<file path="src/hdl/f32_to_fp8_converter_top_assert.svh">
// assertion macros for the fp8 converter
`ifndef F32_TO_FP8_CONVERTER_TOP_ASSERT_SVH
`define F32_TO_FP8_CONVERTER_TOP_ASSERT_SVH
`ifndef SYNTHESIS
`define FP8_ASSERT_IMPL(label, clk, rst, prop, msg) \
   label: assert property (@(posedge clk) disable iff (rst) prop) else $error(msg);
`define FP8_ASSERT_RST(label, clk, prop, msg) \
   label: assert property (@(posedge clk) prop) else $error(msg);
`else
`define FP8_ASSERT_IMPL(label, clk, rst, prop, msg)
`define FP8_ASSERT_RST(label, clk, prop, msg)
`endif
`endif

</file>
<file path="src/hdl/f2f8_pkg.sv">
`timescale 1ns / 1ps
package f2f8_pkg;
   localparam logic [2:0] RM_RNE = 3'd0;
   localparam logic [2:0] RM_RTZ = 3'd1;
   localparam logic [2:0] RM_RDN = 3'd2;
   localparam logic [2:0] RM_RUP = 3'd3;
   localparam logic [2:0] RM_RMM = 3'd4;
   localparam logic [2:0] RM_ODD = 3'd5;
   localparam logic [1:0] CSR_FORMAT = 2'd0;
   localparam logic [1:0] CSR_RMODE = 2'd1;
   localparam logic [1:0] CSR_TINY = 2'd2;

   // stage 1 to stage 2
   typedef struct packed {
      logic       special;
      logic [7:0] special_res;
      logic       special_inv;
      logic       sign;
      logic       e4;
      logic       near_even;
      logic       odd;
      logic [3:0] inc;
      logic [9:0] exp;
      logic [8:0] sig;
      logic       tiny_mode_after;
   } dec_type;

   // stage 2 to stage 3
   typedef struct packed {
      logic       special;
      logic [7:0] special_res;
      logic       special_inv;
      logic       sign;
      logic       e4;
      logic       near_even;
      logic       odd;
      logic [3:0] inc;
      logic [9:0] exp;
      logic [8:0] sig;
      logic       unf;
   } aln_type;

   typedef struct packed {
      logic [7:0] fp8;
      logic       inv;
      logic       ovf;
      logic       unf;
      logic       inx;
   } res_type;
endpackage

</file>
<file path="src/hdl/f2f8_decode.sv">
`timescale 1ns / 1ps
module f2f8_decode import f2f8_pkg::*; (
   input  logic [31:0] single_bits,
   input  logic        fmt,
   input  logic [2:0]  rmode,
   input  logic        tiny_after,
   output dec_type     dec
);
   logic        e4, sign;
   logic [7:0]  ex;
   logic [22:0] frac;
   logic [8:0]  sig;
   always_comb begin
      e4   = ~fmt;
      sign = single_bits[31];
      ex   = single_bits[30:23];
      frac = single_bits[22:0];
      if (e4) sig = {2'b0, frac[22:16]} | {8'b0, |frac[15:0]};
      else    sig = {3'b0, frac[22:17]} | {8'b0, |frac[16:0]};
      dec = '0;
      dec.sign = sign;
      dec.e4 = e4;
      dec.near_even = (rmode == RM_RNE);
      dec.odd = (rmode == RM_ODD);
      dec.tiny_mode_after = tiny_after;
      if (rmode == RM_RNE || rmode == RM_RMM) dec.inc = 4'h8;
      else if (rmode == (sign ? RM_RDN : RM_RUP)) dec.inc = 4'hF;
      else dec.inc = 4'h0;
      if (ex == 8'hFF) begin
         dec.special = 1'b1;
         if (frac != '0) begin
            dec.special_res = e4 ? 8'h7F : 8'h7E;
            dec.special_inv = ~frac[22];
         end else begin
            dec.special_res = {sign, e4 ? 7'h7F : 7'h7C};
         end
      end else if (ex == 8'h00 && sig == '0) begin
         dec.special = 1'b1;
         dec.special_res = {sign, 7'h00};
      end
      dec.sig = sig | (e4 ? 9'h080 : 9'h040);
      dec.exp = {2'b0, ex} - (e4 ? 10'd121 : 10'd113);
   end
endmodule

</file>
<file path="src/hdl/f2f8_align.sv">
`timescale 1ns / 1ps
module f2f8_align import f2f8_pkg::*; (
   input  dec_type d,
   output aln_type a
);
   logic       tiny;
   logic [9:0] shamt;
   logic [8:0] sh;
   logic [9:0] sum;
   logic [8:0] carry;
   always_comb begin
      a = '0;
      a.special = d.special;
      a.special_res = d.special_res;
      a.special_inv = d.special_inv;
      a.sign = d.sign;
      a.e4 = d.e4;
      a.near_even = d.near_even;
      a.odd = d.odd;
      a.inc = d.inc;
      a.exp = d.exp;
      a.sig = d.sig;
      carry = d.e4 ? 9'h100 : 9'h080;
      sum = {1'b0, d.sig} + {6'b0, d.inc};
      shamt = -d.exp;
      tiny = ~d.tiny_mode_after || ($signed(d.exp) < -10'sd1) || (sum < {1'b0, carry});
      sh = '0;
      if (d.exp[9]) begin
         if (shamt >= 10'd16) sh = {8'b0, |d.sig};
         else sh = (d.sig >> shamt[3:0]) |
                   {8'b0, |(d.sig & ~(9'h1FF << shamt[3:0]))};
         a.sig = sh;
         a.exp = '0;
         a.unf = tiny && (sh[3:0] != 4'h0);
      end
   end
endmodule

</file>
<file path="src/hdl/f2f8_round.sv">
`timescale 1ns / 1ps
module f2f8_round import f2f8_pkg::*; (
   input  aln_type a,
   output res_type r
);
   logic [3:0] rbits;
   logic [9:0] s;
   logic [5:0] sig;
   logic [9:0] emax;
   logic [5:0] sovf;
   logic [7:0] ovc;
   logic [9:0] ex;
   always_comb begin
      r = '0;
      rbits = a.sig[3:0];
      s = {1'b0, a.sig} + {6'b0, a.inc};
      sig = s[9:4];
      if (a.near_even && rbits == 4'h8) sig[0] = 1'b0;
      if (a.odd && rbits != 4'h0) sig[0] = 1'b1;
      emax = a.e4 ? 10'd14 : 10'd29;
      sovf = a.e4 ? 6'd15 : 6'd8;
      ovc = {a.sign, a.e4 ? 7'h7F : 7'h7C};
      ex = (sig == '0) ? 10'd0 : a.exp;
      if (a.special) begin
         r.fp8 = a.special_res;
         r.inv = a.special_inv;
      end else if ($signed(a.exp) > $signed(emax) || (a.exp == emax && sig >= sovf)) begin
         r.ovf = 1'b1;
         r.inx = 1'b1;
         r.fp8 = ovc - ((a.inc == 4'h0) ? 8'd1 : 8'd0);
      end else begin
         r.unf = a.unf;
         r.inx = (rbits != 4'h0);
         r.fp8 = {a.sign, 7'h00} + (a.e4 ? {ex[4:0], 3'b0} : {1'b0, ex[4:0], 2'b0})
                 + {2'b0, sig};
      end
   end
endmodule

</file>
<file path="src/hdl/f32_to_fp8_converter_top.sv">
`timescale 1ns / 1ps
// binary32 to fp8 (e4m3 or e5m2) converter
// req channel: req_valid/req_stall carry one binary32 beat in req_single_bits
// rsp channel: rsp_valid/rsp_stall carry fp8 result plus four exception flags
// a beat moves when valid is high and stall is low
// csr port: csr_write_enable, csr_index, csr_write_data; write only while idle
//   index 0 format (0 e4m3, 1 e5m2), 1 rounding mode, 2 tininess after rounding
// pipeline: three register stages from req beat to rsp valid
//   (decode, subnormal align, round and pack)
// throughput: one beat per cycle unless stalled, set by the pipeline stage advance
// reset: pipeline empties, format e4m3, nearest-even, tininess after rounding
// stall: rsp_stall freezes the whole pipeline when the last stage holds a result;
//   req_stall is raised in that same case; no beat is lost
module f32_to_fp8_converter_top import f2f8_pkg::*; (
   input  logic        clock,
   input  logic        reset,
   input  logic        req_valid,
   output logic        req_stall,
   input  logic [31:0] req_single_bits,
   output logic        rsp_valid,
   input  logic        rsp_stall,
   output logic [7:0]  rsp_fp8_bits,
   output logic        rsp_invalid_flag,
   output logic        rsp_overflow_flag,
   output logic        rsp_underflow_flag,
   output logic        rsp_inexact_flag,
   input  logic        csr_write_enable,
   input  logic [1:0]  csr_index,
   input  logic [2:0]  csr_write_data
);
`include "f32_to_fp8_converter_top_assert.svh"
   logic       fmt_ff, tiny_ff;
   logic [2:0] rmode_ff;
   logic       v1_ff, v2_ff, v3_ff;
   dec_type    dec_in, dec_ff;
   aln_type    aln_in, aln_ff;
   res_type    res_in, res_ff;
   logic       adv;

   assign adv = ~(v3_ff & rsp_stall);
   assign req_stall = ~adv;

   always_ff @(posedge clock) begin
      if (reset) begin
         fmt_ff <= 1'b0;
         rmode_ff <= RM_RNE;
         tiny_ff <= 1'b1;
      end else if (csr_write_enable) begin
         case (csr_index)
            CSR_FORMAT: fmt_ff <= csr_write_data[0];
            CSR_RMODE:  rmode_ff <= csr_write_data;
            CSR_TINY:   tiny_ff <= csr_write_data[0];
            default: ;
         endcase
      end
   end

   f2f8_decode u_dec (
      .single_bits(req_single_bits), .fmt(fmt_ff), .rmode(rmode_ff),
      .tiny_after(tiny_ff), .dec(dec_in)
   );
   f2f8_align u_aln (.d(dec_ff), .a(aln_in));
   f2f8_round u_rnd (.a(aln_ff), .r(res_in));

   always_ff @(posedge clock) begin
      if (reset) begin
         v1_ff <= 1'b0;
         v2_ff <= 1'b0;
         v3_ff <= 1'b0;
      end else if (adv) begin
         v1_ff <= req_valid;
         v2_ff <= v1_ff;
         v3_ff <= v2_ff;
      end
   end

   always_ff @(posedge clock) begin
      if (adv) begin
         dec_ff <= dec_in;
         aln_ff <= aln_in;
         res_ff <= res_in;
      end
   end

   assign rsp_valid = v3_ff;
   assign rsp_fp8_bits = res_ff.fp8;
   assign rsp_invalid_flag = res_ff.inv;
   assign rsp_overflow_flag = res_ff.ovf;
   assign rsp_underflow_flag = res_ff.unf;
   assign rsp_inexact_flag = res_ff.inx;

   `FP8_ASSERT_IMPL(a_hold, clock, reset, (rsp_valid && rsp_stall) |=> (rsp_valid && $stable(res_ff)), "result changed under stall")
   `FP8_ASSERT_IMPL(a_move, clock, reset, (!req_stall && v2_ff) |=> rsp_valid, "stage 2 beat lost")
   `FP8_ASSERT_IMPL(a_ovf, clock, reset, rsp_valid && rsp_overflow_flag |-> rsp_inexact_flag && !rsp_underflow_flag, "overflow without inexact")
   `FP8_ASSERT_RST(a_rst, clock, reset |=> !rsp_valid, "valid after reset")
endmodule
</file>
<file path="config.mk">
export PLATFORM = sky130hd
export DESIGN_NAME = f32_to_fp8_converter_top
export DESIGN_NICKNAME = d
export VERILOG_FILES = /design/src/hdl/f2f8_pkg.sv /design/src/hdl/f2f8_decode.sv /design/src/hdl/f2f8_align.sv /design/src/hdl/f2f8_round.sv /design/src/hdl/f32_to_fp8_converter_top.sv
export VERILOG_INCLUDE_DIRS = /design/src /design/src/hdl
export SDC_FILE = /design/constraint.sdc
export NUM_CORES = 1
export LEC_CHECK = 0
export BUFFER_PORTS_ARGS = -buffer_cell sky130_fd_sc_hd__buf_2
export CAP_MARGIN = 20
export CORE_UTILIZATION = 55
export DETAILED_ROUTE_END_ITERATION = 10
export PLACE_DENSITY = 0.82
export SYNTH_ARGS = -nofsm -noshare
export SYNTH_HDL_FRONTEND = slang
export SYNTH_SLANG_ARGS = --single-unit
</file>
<file path="constraint.sdc">
create_clock -name clock -period 5.2 [get_ports clock]
set_clock_uncertainty 0.15 [all_clocks]
set_input_delay 0 -clock clock [delete_from_list [all_inputs] [get_ports clock]]
set_output_delay 0 -clock clock [all_outputs]
set_load 0.01 [all_outputs]
</file>
=== Yosys cells after proc, flatten, opt, wreduce, memory -nomap -nowiden ===
Index checks and enable logic that the tools add are counted.

* Bits in registers: 95
* Bits in latches: 0
* Memory bits (writable): 0
* Memory bits (read-only): 0
* Bits of input ports: 42
* Output and inout bits: 14
* Logic and storage cells: 118
* Memories kept: 0

* Add/subtract/negate cells: 7
* Multipliers: 0
* Div/mod/pow operators: 0
* Order comparisons: 5
* Equality and inequality tests: 8
* Shift-type cells: 2
* Mux-type cells: 26
* Bitwise gates (word level): 10
* Reduce and logical (&&, ||, !) cells: 27

{| class="wikitable"
|+ Operator list
! operator !! count
|-
| two-way mux 8 bit || 6
|-
| two-way mux 9 bit || 5
|-
| nonzero test 23 bit || 1
|-
| adder 9 x 4 -> 10 bit || 2
|-
| OR reduction 9 bit || 2
|-
| OR reduction 17 bit || 1
|-
| OR reduction 16 bit || 1
|-
| greater-or-equal comparator 10 x 5 -> 1 bit, second input constant || 1
|-
| less-than comparator 10 x 1 -> 1 bit, second input constant || 1
|-
| less-than comparator 10 x 9 -> 1 bit || 1
|-
| two-way mux 10 bit || 1
|-
| two-way mux 5 bit || 2
|-
| negator 10 bit || 1
|-
| subtractor 8 x 10 -> 10 bit || 1
|-
| AND 9 bit || 1
|-
| == test 9 x 5 -> 1 bit || 1
|-
| greater-than comparator 9 x 5 -> 1 bit || 1
|-
| zero test 9 bit || 1
|-
| inverter 9 bit || 1
|-
| OR 9 x 1 -> 9 bit || 1
|-
| OR 9 bit || 1
|-
| << shifter 9 x 4 -> 9 bit, first input constant || 1
|-
| >> shifter 9 x 4 -> 9 bit || 1
|-
| adder 8 x 6 -> 8 bit || 1
|-
| 27 further kinds || 49
|}

=== Longest topological paths before layout ===
Gate-level depths: netlist of run 1.

* Depth in word-level cells: 11
* Gate-level depth with buffers: 15
* Mapped depth without buffers: 15

=== By module ===
A second synthesis of run 1 with hierarchy kept.

* Cells, all modules: 480
* Area total of the unflattened synthesis: 5446.5 um2

{| class="wikitable"
|+ Modules (own cells, without submodules)
! module !! instances !! cells an instance !! area each (um2) !! sequential area each (um2)
|-
| f32_to_fp8_converter_top || 1 || 125 || 3000.4 || 2802.7
|-
| f2f8_align || 1 || 157 || 1073.5 || 0.0
|-
| f2f8_round || 1 || 121 || 854.6 || 0.0
|-
| f2f8_decode || 1 || 77 || 518.0 || 0.0
|}

=== Worst setup path before layout of run 1 ===
No wires, ideal clock.

* Path type: register to register
* From: register aln_ff[22] (netlist bit)
* To: register res_ff, in the netlist rsp_fp8_bits[6], data pin
* Setup time: 0.266 ns
* Arrival time: 2.833 ns
* Required time: 4.784 ns
* Setup slack: 1.951 ns
* Cell stages (with the launch flop): 16
* Buffers on the path: 0
* Clock period less this slack: 3.249 ns
* Path through: edfxtp_1 > ha_1 > nand3_1 > a22oi_1 > a21oi_1 > or2_2 > nor3_1 > ha_1 > inv_1 > fa_1 > inv_1 > a21o_1 > a21oi_1 > a41o_1 > nand3_1 > a21oi_1

{| class="wikitable"
|+ RTL lines
! what !! RTL line !! text
|-
| start, declared || f32_to_fp8_converter_top.sv:36 || <nowiki>aln_type aln_in, aln_ff;</nowiki>
|-
| start signal, assigned || f32_to_fp8_converter_top.sv:80 || <nowiki>aln_ff <= aln_in;</nowiki>
|-
| end signal, assigned || f32_to_fp8_converter_top.sv:81 || <nowiki>res_ff <= res_in;</nowiki>
|-
| end, declared || f32_to_fp8_converter_top.sv:37 || <nowiki>res_type res_in, res_ff;</nowiki>
|}

==> results.md, run 1 <==
- Row cnt: 32
- Post-CTS Setup Bufs: 0
- TritonCTS clock tree: yes
- Yosys reg bits: 80
- CP max FO: 4
- Final worst path period share: 69.0%
- Hold Startpoint: req_single_bits[26]
- Initial DRC count: 267
- Fraction of registers with async set/reset: 0%
- RSZ-0062 raised after global routing: no
- Worst R2R End: rsp_fp8_bits[6]$_DFFE_PN_
- Netlist cell types: 64
- GRT overflow: 0
- Final core occ: 69.3%
- Worst-path clk slew: 0.10 ns
- Vias per cell: 5.83
- Routed length per instance: 16.1 um
- Pins Over Slew Limit: 0
- NetSw: 0.447 mW
- Post-Synth XOR/XNOR Area: 2.64%
- Met1 wire length: 3960 um
- # resized after CTS: 0
- # hold bufs at CTS: 33
- Sequential share of power: 50.2%
- First-pass GRT wire length: 16300 um
- DR DRC count: 0
- Final setup viols: 0
- VDD IR max: 0.190 mV
- DR pass1 iterations: 4
- Post-Syn Nets: 489
- WS Path Type: reg -> reg
- Die Width: 93.4 um
- Tot Pwr: 1.62 mW
- Startpoint types: flip-flop
- Post-synth top area cell: edfxtp_1
- Largest family of logic cells by synthesized area: simple AND/OR/NAND/NOR gates
- Slowest-stage cell, CP: edfxtp_1
- Final TNS setup: 0 ns
- # clock sinks: 80
- Longest Clk Path Bufs: 2
- Most common cell after layout, fill and taps aside: edfxtp_1
- Io pins: 56
- Via count: 3581
- H-tree levels: 3
- Top_reg_cell synth: edfxtp_1
- Reg-to-reg critical path startpoint: aln_ff[22]$_DFFE_PN_
- Hold Path Cell Cnt: 4
- Die height: 93.4 um
- Sw Share: 27.6%
- Metal3 WL: 474 um
- Max layer used: met4
- Synth Area in Adders: 7.74%
- Mapped Area: 4590 um^2
- Avg Synthesized Cell Area: 10.9 um^2
- Internal: 1.17 mW
- Mux cell area share after synthesis: 4.55%
- Max_slew headroom: 40.4%
- TritonCTS Buffers: 9
- Buf/Inv on CP: 2
- Yosys warnings: 0
- Worst R2R Setup Slack: 1.61 ns
- Routed wl met2: 5000 um
- PwrDens: 296 nW/um^2
- Synth Area in Compound Gates: 12.4%
- Clk_lat worst skew: 0.36 ns
- Die area: 8720 um^2
- Leak Pwr: 2.32 nW
- Status: finished, final reports clean
- Arrival time worst endpoint: 3.53 ns
- # nets final: 576
- FF/Latch Area: 2320 um^2
- EDFF count, synth: 72
- Hold Path Sink: dec_ff[37]$_SDFFCE_PP1N_
- Post-Synth Simple-Gate Area: 17.2%
- Sequential-to-total area share from yosys stat: 50.6%
- Minimum clock period: 3.59 ns
- Worst min-delay path class: in -> reg
- Cells after Synth: 420
- Worst path cell trace: ha_1 -> nand3_1 -> a22oi_1 -> a21oi_1 -> or2_2 -> nor3_1 -> ha_1 -> inv_1 -> fa_1 -> inv_1 -> a21o_1 -> a21oi_1 -> a41o_1 -> nand3_1 -> a21oi_1
- Post-route ant nets: 0
- Share of cells above drive strength 1: 18.2%
- Worst-Margin Slew: 0.894 ns
- Largest net degree at the start of global routing: 76
- Critical Path End Type: flip-flop
- Most frequent CP cell: a21oi_1
- Highest-count cells in the layout ignoring fill and taps: edfxtp_1 (72), buf_2 (55), nor2_1 (37)
- Max-cap violation count: 0
- Delay-heaviest family, CP: compound AO/OA/AOI/OAI gates
- Share of the synthesized area in the top cell type: 47.1%
- Largest cells by area after synthesis: edfxtp_1 (47%), ha_1 (7.1%), dfxtp_1 (3.5%), nor2_1 (3.0%), mux2i_1 (2.8%)
- Initial core utilization: 58.2%
- Final Hold Viols: 0
- Root buffer cell: clkbuf_8
- Fmax: 279 MHz
- Total track usage: 24.3%
- Clock Power Share: 32.6%
- Area of the multi-input gates: 2050 um^2
- I/O Buffers: 55
- Hpwl dp: 6640 um
- Worst Path Required: 5.14 ns
- Reg2reg path depth: 15
- DRT Wirelength: 9870 um
- Core Box Area: 7890 um^2
- Area growth syn-to-layout: 19.1%
- Fillers: 547
- Final Wtd Congestion: 0.939
- Ant diodes: 0
- Antenna violations before repair: 0
- Crit path largest cell delay: 0.45 ns
- Combinational power share: 17.2%
- Vias in the first global route: 3586
## cells by family after synthesis
| kind of cell | after synthesis |
|---|---|
| compound gates | 83 |
| xor+xnor | 13 |
| fa+ha+maj | 28 |
| buf+inv | 46 |
| flops | 80 |
| mux | 20 |
| simple gates | 150 |
## worst register-to-register path, stage by stage, from the launching register on
cell	delay (ns)
edfxtp_1	0.45
ha_1	0.31
nand3_1	0.10
a22oi_1	0.36
a21oi_1	0.13
or2_2	0.35
nor3_1	0.15
ha_1	0.22
inv_1	0.06
fa_1	0.41
inv_1	0.07
a21o_1	0.14
a21oi_1	0.07
a41o_1	0.21
nand3_1	0.08
a21oi_1	0.07
## how the worst max path moves through the flow
stage,from,endpoint,cells past startpoint
floorplan,aln_ff[22]$_DFFE_PN_,rsp_fp8_bits[6]$_DFFE_PN_,15
finish,aln_ff[22]$_DFFE_PN_,rsp_fp8_bits[6]$_DFFE_PN_,15
CTS,aln_ff[22]$_DFFE_PN_,rsp_fp8_bits[6]$_DFFE_PN_,15
global route,aln_ff[22]$_DFFE_PN_,rsp_fp8_bits[5]$_DFFE_PN_,12
global placement,aln_ff[22]$_DFFE_PN_,rsp_fp8_bits[6]$_DFFE_PN_,12
detailed placement,aln_ff[22]$_DFFE_PN_,rsp_fp8_bits[6]$_DFFE_PN_,15
## registers in the layout (all words and copies together), names as in the netlist, 3 cells and up
| name | cells |
|---|---|
| aln_ff | 30 |
| dec_ff | 30 |
| rsp_fp8_bits | 8 |
| rmode_ff | 3 |
## power groups by stage
stage	Clock [mW]	Combinational, mW	Sequential (mW)
global placement	0	0.244	0.823
CTS	0.536	0.275	0.812
global route	0.562	0.310	0.820
detailed placement	0	0.256	0.827
finish	0.528	0.279	0.812
floorplan	0	0.190	0.813
## final cells by class
class                           count  area share (%)
Multi-Input combinational cell    294            37.5
Inverter                           33            2.27
Timing Repair Buffer               89            11.2
Clock buffer                        9            2.27
Sequential cell                    80            42.5
Clock inverter                      7            1.99
Tap cell                          102            2.33
## synth_stat cells (3+ instances only)
cell      instances
a211o_1           3
a211oi_1          4
a21oi_1          17
a31oi_1           6
and2_1            4
and3_1            5
buf_6             4
clkbuf_1          6
dfxtp_1           8
edfxtp_1         72
ha_1             26
inv_1            33
mux2_2            5
mux2i_1          13
nand2_1          26
nand2b_1          6
nand3_1          15
nand3b_1          3
nand4_1           6
nor2_1           37
nor2b_1           8
nor3_1           12
nor4_1            8
o211ai_1          6
o21a_1            3
o21ai_0          12
o21ai_1           5
o22ai_1           3
or2_2             5
or4_1             3
xnor2_1           5
xor2_1            7
## metal layers
layer / vias up / track usage [%]
met5: - / 0
met1: 1662 / 27.0
met2: 143 / 43.8
met3: 38 / 4.88
met4: 0 / 12.6
li1: 1738 / -
## stage by stage
stage	instances	worst slack [ns]	cell area, um^2	hold WS (ns)
after floorplan	420	1.95	4590	-0.0511
after global routing	614	1.33	5470	0.0472
final	614	1.61	5470	0.0342
after detailed placement	565	1.66	4900	0.0739
after global placement	565	1.75	4900	0.0746
after CTS	614	1.62	5470	0.0203
(Power assumes the default switching activity.)
==> inputs of run 2 (changes only) <==
clock period = 3.7 ns   (was 5.2 ns; I/O delays follow)
==> run 2 against run 1 <==
- sequential share of layout area down 0.16 points
- clock power grew 41%
- critical path depth stayed put
- clock-buffer cell count is the same
- worst setup slack lost 1.4 ns
- global-route usage increased by 1.2 points
- sequential power is 40% higher
- combinational power is 44% higher
- maximum frequency increased by 3.7%
- first-iteration DRC count rose by 2.2%
- non-clock buffer count grew 2
==> results.md, run 2 (synthesis results as in run 1) <==
- Area growth syn-to-layout: 19.5% (was 19.1%)
- Hold Path Cell Cnt: 4 (unchanged)
- Vias per cell: 5.88 (was 5.83)
- PwrDens: 416 nW/um^2 (was 296 nW/um^2)
- Total track usage: 25.5% (was 24.3%)
- RSZ-0062 raised after global routing: yes (was no)
- Max_slew headroom: 51.0% (was 40.4%)
- Io pins: 56 (unchanged)
- Via count: 3623 (was 3581)
- Worst R2R End: rsp_fp8_bits[6]$_DFFE_PN_ (unchanged)
- Final Hold Viols: 0 (unchanged)
- Final WS setup: 0.237 ns (was 1.61 ns)
- Routed length per instance: 16.2 um (was 16.1 um)
- Fillers: 539 (was 547)
- Final worst path period share: 93.6% (was 69.0%)
- First-pass GRT wire length: 16900 um (was 16300 um)
- H-tree levels: 3 (unchanged)
- WS Path Type: reg -> reg (unchanged)
- Die height: 93.4 um (unchanged)
- Hold Startpoint: csr_index[0] (was req_single_bits[26])
- Antenna violations before repair: 0 (unchanged)
- Highest-count cells in the layout ignoring fill and taps: edfxtp_1 (72), buf_2 (55), nor2_1 (36) (was edfxtp_1 (72), buf_2 (55), nor2_1 (37))
- Leak Pwr: 2.32 nW (about the same)
- Status: finished, final reports clean (unchanged)
- I/O Buffers: 55 (unchanged)
- Final Cell Area: 5490 um^2 (was 5470 um^2)
- Fmax: 289 MHz (was 279 MHz)
- Worst-path clk slew: 0.09 ns (was 0.10 ns)
- Reg-to-reg critical path startpoint: aln_ff[22]$_DFFE_PN_ (unchanged)
- Final TNS setup: 0 ns (unchanged)
- FF/Latch Area: 2320 um^2 (unchanged)
- TritonCTS clock tree: yes (unchanged)
- Arrival time worst endpoint: 3.41 ns (was 3.53 ns)
- Core Box Area: 7890 um^2 (unchanged)
- Vias in the first global route: 3680 (was 3586)
- Tot Pwr: 2.29 mW (was 1.62 mW)
- Die Width: 93.4 um (unchanged)
- Hpwl dp: 6840 um (was 6640 um)
- DRT Wirelength: 9980 um (was 9870 um)
- CP max FO: 4 (unchanged)
- Place WS: 0.193 ns (was 1.66 ns)
- TritonCTS Buffers: 9 (unchanged)
- Post-route ant nets: 0 (unchanged)
- VDD IR max: 0.274 mV (was 0.190 mV)
- Crit path largest cell delay: 0.45 ns (about the same)
- Worst-Margin Slew: 0.735 ns (was 0.894 ns)
- Critical Path End Type: flip-flop (unchanged)
- Share of cells above drive strength 1: 18.9% (was 18.2%)
- Startpoint types: flip-flop (unchanged)
- Initial core utilization: 58.2% (unchanged)
- Ant diodes: 0 (unchanged)
- Final core occ: 69.6% (was 69.3%)
- Area of the multi-input gates: 2060 um^2 (was 2050 um^2)
- Hold Path Sink: rmode_ff[0]$_SDFFE_PP0P_ (was dec_ff[37]$_SDFFCE_PP1N_)
- # clock sinks: 80 (unchanged)
- Worst Path Required: 3.65 ns (was 5.14 ns)
- Final setup viols: 0 (unchanged)
- Worst min-delay path class: in -> reg (unchanged)
- Root buffer cell: clkbuf_8 (unchanged)
- Most frequent CP cell: a21oi_1 (unchanged)
- DR pass1 iterations: 5 (was 4)
- Longest Clk Path Bufs: 2 (unchanged)
- Initial DRC count: 273 (was 267)
- Die area: 8720 um^2 (unchanged)
- Pins Over Slew Limit: 0 (unchanged)
- Max-cap violation count: 0 (unchanged)
- Slowest-stage cell, CP: edfxtp_1 (unchanged)
- Final Wtd Congestion: 0.910 (was 0.939)
- GRT overflow: 0 (unchanged)
- Worst path cell trace: ha_1 -> nand3_1 -> a22oi_2 -> a21oi_1 -> or2_2 -> nor3_1 -> ha_1 -> inv_1 -> fa_1 -> inv_1 -> a21o_1 -> a21oi_1 -> a41o_1 -> nand3_1 -> a21oi_1 (was ha_1 -> nand3_1 -> a22oi_1 -> a21oi_1 -> or2_2 -> nor3_1 -> ha_1 -> inv_1 -> fa_1 -> inv_1 -> a21o_1 -> a21oi_1 -> a41o_1 -> nand3_1 -> a21oi_1)
- DR DRC count: 0 (unchanged)
- Minimum clock period: 3.46 ns (was 3.59 ns)
- # nets final: 578 (was 576)
- Reg2reg path depth: 15 (unchanged)
- Most common cell after layout, fill and taps aside: edfxtp_1 (unchanged)
- Largest net degree at the start of global routing: 48 (was 76)
- Dpl cell area: 4920 um^2 (was 4900 um^2)
- Worst R2R Setup Slack: 0.24 ns (was 1.61 ns)
- Clk_lat worst skew: 0.36 ns (about the same)
- Row cnt: 32 (unchanged)
run 2: changes by cell type in the layout (fill, tap and decap cells not counted):
cell and change:
clkinvlp_4 +1, a22oi_1 -1, buf_4 +2, nor2_1 -1, a22oi_2 +1, nor2_2 +1
clkinv_4 -1
run 2: layout make-up:
cell class,count,area share [%]
clock buffers,9,2.26
repair buffers,91,11.4
flip-flops and latches,80,42.3
clock inverters,7,1.96
multi-input cells,294,37.5
inverters,33,2.26
well taps,102,2.33
run 2: per-layer routing:
layer,global-route usage (%),routed length [um],vias up
met3,3.90,461,36
met4,13.7,396,0
li1,-,-,1734
met5,0,0,-
met1,29.3,3980,1700
met2,45.3,5140,153
run 2: metrics by stage:
| stage | hold slack, ns | instances |
|---|---|---|
| 2_1_floorplan | -0.0511 | 420 |
| 3_3_place_gp | 0.0752 | 567 |
| 3_5_place_dp | 0.0826 | 567 |
| 4_1_cts | 0.00461 | 616 |
| 5_1_grt | 0.0248 | 616 |
| 6_report | 0.0146 | 616 |
run 2: worst max-delay path by stage:
stage                         start                        end  depth (start not counted)
3_3_place_gp   aln_ff[22]$_DFFE_PN_  rsp_fp8_bits[3]$_DFFE_PN_                         12
5_1_grt        aln_ff[22]$_DFFE_PN_  rsp_fp8_bits[6]$_DFFE_PN_                         15
3_5_place_dp   aln_ff[22]$_DFFE_PN_  rsp_fp8_bits[6]$_DFFE_PN_                         15
2_1_floorplan  aln_ff[22]$_DFFE_PN_  rsp_fp8_bits[6]$_DFFE_PN_                         15
6_report       aln_ff[22]$_DFFE_PN_  rsp_fp8_bits[6]$_DFFE_PN_                         15
4_1_cts        aln_ff[22]$_DFFE_PN_  rsp_fp8_bits[6]$_DFFE_PN_                         15
run 2: critical path: cells and delay by family (launching register included):
family | cells | cell delay [ns]
adder cells (fa/ha/maj) | 3 | 0.92
AO/OA/AOI/OAI | 6 | 0.87
AND/OR/NAND/NOR | 4 | 0.68
flip-flops | 1 | 0.45
buffers and inverters | 2 | 0.13
run 2: what timing repair did:
action / CTS / global route
hold buffers: 33 / 0
buffers inserted: 0 / 0
gates resized for setup: 0 / 2
endpoints found under the hold margin: 30 / 0
endpoints found under the setup margin: 0 / 7
run 2: power by group:
group	leakage, nW	total, mW	switching, mW	internal [mW]
clock	0.114	0.747	0.353	0.394
combinational	1.38	0.403	0.219	0.184
sequential	0.834	1.14	0.0646	1.07
==> inputs of run 3 (changes only) <==
ABC_AREA = 1   (was not set)
==> run 3 against run 2 <==
- clock power fell by 22%
- sequential power hardly changed
- maximum frequency increased by 4.1%
- first-iteration DRC count fell by 30%
- non-clock buffer count rose by 1
- via count up 2.0%
- worst hold slack better by 0.040 ns
- combinational power is 8.4% higher
- critical path type unchanged
==> results.md, run 3 <==
- Io pins: 56 (unchanged)
- Mapped Area: 4530 um^2 (was 4590 um^2)
- Minimum clock period: 3.32 ns (was 3.46 ns)
- Slowest-stage cell, CP: edfxtp_1 (unchanged)
- Worst-Margin Slew: 0.598 ns (was 0.735 ns)
- Arrival time worst endpoint: 3.29 ns (was 3.41 ns)
- Row cnt: 32 (unchanged)
- Startpoint types: flip-flop (unchanged)
- Highest-count cells in the layout ignoring fill and taps: inv_1 (81), nand2_1 (80), edfxtp_1 (72) (was edfxtp_1 (72), buf_2 (55), nor2_1 (36))
- Initial DRC count: 191 (was 273)
- Final TNS setup: 0 ns (unchanged)
- # clock sinks: 80 (unchanged)
- Commonest cells in the netlist: inv_1 (81), nand2_1 (81), edfxtp_1 (72) (was edfxtp_1 (72), nor2_1 (37), inv_1 (33))
- Ant diodes: 0 (unchanged)
- GRT overflow: 0 (unchanged)
- WS Path Type: reg -> reg (unchanged)
- Netlist cell types: 44 (was 64)
- Die area: 8600 um^2 (was 8720 um^2)
- Worst Path Required: 3.66 ns (was 3.65 ns)
- CP max FO: 10 (was 4)
- RSZ-0062 raised after global routing: no (was yes)
- Avg Synthesized Cell Area: 9.22 um^2 (was 10.9 um^2)
- Hpwl dp: 6690 um (was 6840 um)
- Routed length per instance: 13.6 um (was 16.2 um)
- Via count: 3697 (was 3623)
- VDD IR max: 0.212 mV (was 0.274 mV)
- Antenna violations before repair: 0 (unchanged)
- Yosys reg bits: 80 (unchanged)
- Hold Path Cell Cnt: 5 (was 4)
- DRT Wirelength: 9420 um (was 9980 um)
- Post-route ant nets: 0 (unchanged)
- # nets final: 656 (was 578)
- Cells after Synth: 491 (was 420)
- Yosys warnings: 0 (unchanged)
- TritonCTS clock tree: yes (unchanged)
- Worst-path clk slew: 0.09 ns (about the same)
- Worst path cell trace: ha_1 -> a21oi_1 -> nand3_1 -> nand2_1 -> nand2_1 -> nand3_4 -> nand2_1 -> o21ai_0 -> inv_1 -> fa_1 -> nor2_1 -> o21ai_2 -> and2_2 -> o21ai_2 -> inv_1 (was ha_1 -> nand3_1 -> a22oi_2 -> a21oi_1 -> or2_2 -> nor3_1 -> ha_1 -> inv_1 -> fa_1 -> inv_1 -> a21o_1 -> a21oi_1 -> a41o_1 -> nand3_1 -> a21oi_1)
- Final Hold Viols: 0 (unchanged)
- Most common cell after layout, fill and taps aside: inv_1 (was edfxtp_1)
- Reg2reg path depth: 15 (unchanged)
- Pins Over Slew Limit: 0 (unchanged)
- Max-cap violation count: 0 (unchanged)
- DR DRC count: 0 (unchanged)
- Place WS: 0.421 ns (was 0.193 ns)
- I/O Buffers: 55 (unchanged)
- Crit path largest cell delay: 0.48 ns (was 0.45 ns)
- DR pass1 iterations: 4 (was 5)
- Final worst path period share: 89.9% (was 93.6%)
- Area of the multi-input gates: 1850 um^2 (was 2060 um^2)
- Critical Path End Type: flip-flop (unchanged)
- Hold Path Sink: dec_ff[30]$_SDFFCE_PN0N_ (was rmode_ff[0]$_SDFFE_PP0P_)
- Fillers: 614 (was 539)
- Hold Startpoint: req_single_bits[17] (was csr_index[0])
- Most frequent CP cell: nand2_1 (was a21oi_1)
- Reg-to-reg critical path startpoint: aln_ff[4]$_DFFE_PN_ (was aln_ff[22]$_DFFE_PN_)
- Max_slew headroom: 59.7% (was 51.0%)
- # resized after CTS: 0 (unchanged)
- Share of cells above drive strength 1: 15.7% (was 18.9%)
- Final Wtd Congestion: 0.911 (was 0.910)
- Share of the synthesized area in the top cell type: 47.7% (was 47.1%)
- Vias per cell: 5.33 (was 5.88)
- Root buffer cell: clkbuf_8 (unchanged)
- Status: finished, final reports clean (unchanged)
- TritonCTS Buffers: 9 (unchanged)
- First-pass GRT wire length: 15800 um (was 16900 um)
- Area growth syn-to-layout: 20.3% (was 19.5%)
- Top_reg_cell synth: edfxtp_1 (unchanged)
- Leak Pwr: 2.45 nW (was 2.32 nW)
- Initial core utilization: 57.7% (was 58.2%)
- Die Width: 92.7 um (was 93.4 um)
- Post-synth top area cell: edfxtp_1 (unchanged)
- Largest net degree at the start of global routing: 50 (was 48)
- Final WS setup: 0.375 ns (was 0.237 ns)
- Longest Clk Path Bufs: 2 (unchanged)
- Fraction of registers with async set/reset: 0% (unchanged)
- Post-Syn Nets: 560 (was 489)
- Worst R2R Setup Slack: 0.38 ns (was 0.24 ns)
- FF/Latch Area: 2320 um^2 (unchanged)
- Die height: 92.7 um (was 93.4 um)
- Largest cells by area after synthesis: edfxtp_1 (48%), ha_1 (7.2%), inv_1 (6.7%), nand2_1 (6.7%), nor2_1 (4.2%) (was edfxtp_1 (47%), ha_1 (7.1%), dfxtp_1 (3.5%), nor2_1 (3.0%), mux2i_1 (2.8%))
- Vias in the first global route: 3643 (was 3680)
- Sequential-to-total area share from yosys stat: 51.3% (was 50.6%)
- Worst min-delay path class: in -> reg (unchanged)
- Tot Pwr: 2.16 mW (was 2.29 mW)
- Final setup viols: 0 (unchanged)
- Worst R2R End: rsp_fp8_bits[6]$_DFFE_PN_ (unchanged)
- Fmax: 301 MHz (was 289 MHz)
- PwrDens: 397 nW/um^2 (was 416 nW/um^2)
- H-tree levels: 3 (unchanged)
- Clk_lat worst skew: 0.35 ns (was 0.36 ns)
- Core Box Area: 7850 um^2 (was 7890 um^2)
- Total track usage: 23.6% (was 25.5%)
- EDFF count, synth: 72 (unchanged)
run 3: cell types whose count changed in the layout (fill, tap and decap cells not counted), moves of 6 or more:
cell      before  now
nand2_1       25   80
a21oi_1       17   26
nor2b_1        8    0
mux2i_1       13    0
nand2b_1       6    0
o21ai_0       12   32
inv_1         33   81
nand3_1       15   24
nor2_1        36   51
a31oi_1        6    0
run 3: critical path: cells and delay by family (launching register included):
kind            cells  cell delay (ns)
compound gates      4             0.65
flops               1             0.48
buf+inv             2             0.15
simple gates        7             0.86
fa+ha+maj           2             0.78
run 3: logic make-up after synthesis:
| group | synth area share, % |
|---|---|
| XOR/XNOR | 1.55 |
| flip-flops | 51.3 |
| buffers and inverters | 8.01 |
| adder cells (fa/ha/maj) | 7.63 |
| AND/OR/NAND/NOR | 20.2 |
| AO/OA/AOI/OAI | 11.4 |
run 3: metal layers:
layer / GRT usage (%) / part of all wire [%]
met1: 25.4 / 41
met4: 11.0 / 2.9
met3: 5.25 / 4.5
met2: 43.7 / 52
met5: 0 / 0
run 3: worst max-delay path by stage:
| stage | to | slack [ns] | from |
|---|---|---|---|
| floorplan | rsp_fp8_bits[6]$_DFFE_PN_ | 0.70 | aln_ff[4]$_DFFE_PN_ |
| global placement | rsp_fp8_bits[6]$_DFFE_PN_ | 0.60 | aln_ff[4]$_DFFE_PN_ |
| detailed placement | rsp_fp8_bits[6]$_DFFE_PN_ | 0.42 | aln_ff[4]$_DFFE_PN_ |
| CTS | rsp_fp8_bits[6]$_DFFE_PN_ | 0.38 | aln_ff[4]$_DFFE_PN_ |
| global route | rsp_fp8_bits[6]$_DFFE_PN_ | 0.13 | aln_ff[4]$_DFFE_PN_ |
| finish | rsp_fp8_bits[6]$_DFFE_PN_ | 0.38 | aln_ff[4]$_DFFE_PN_ |
run 3: where the power goes:
group	switching (mW)	internal, mW	leakage, nW
clock	0.333	0.250	0.0854
sequential	0.0559	1.08	0.837
combinational	0.261	0.177	1.53
run 3: metrics by stage:
stage               instance area (um^2)  hold slack (ns)  util, %  std cells
detailed placement                  4910           0.0668     62.5        643
global route                        5450           0.0784     69.4        694
finish                              5450           0.0545     69.4        694
CTS                                 5420           0.0117     69.0        692
floorplan                           4530          -0.0809        -        491
global placement                    4910           0.0628     62.5        643
run 3: final cells by class:
class / count / area share [%]
Sequential cell: 80 / 42.6
Inverter: 84 / 5.88
Clock buffer: 9 / 2.27
Tap cell: 102 / 2.34
Clock inverter: 7 / 1.03
Multi-Input combinational cell: 320 / 33.9
Timing Repair Buffer: 92 / 11.9
run 3: timing repair:
item	in CTS	in global routing
hold buffers	33	1
buffers inserted	0	0
hold endpoints to repair	33	6
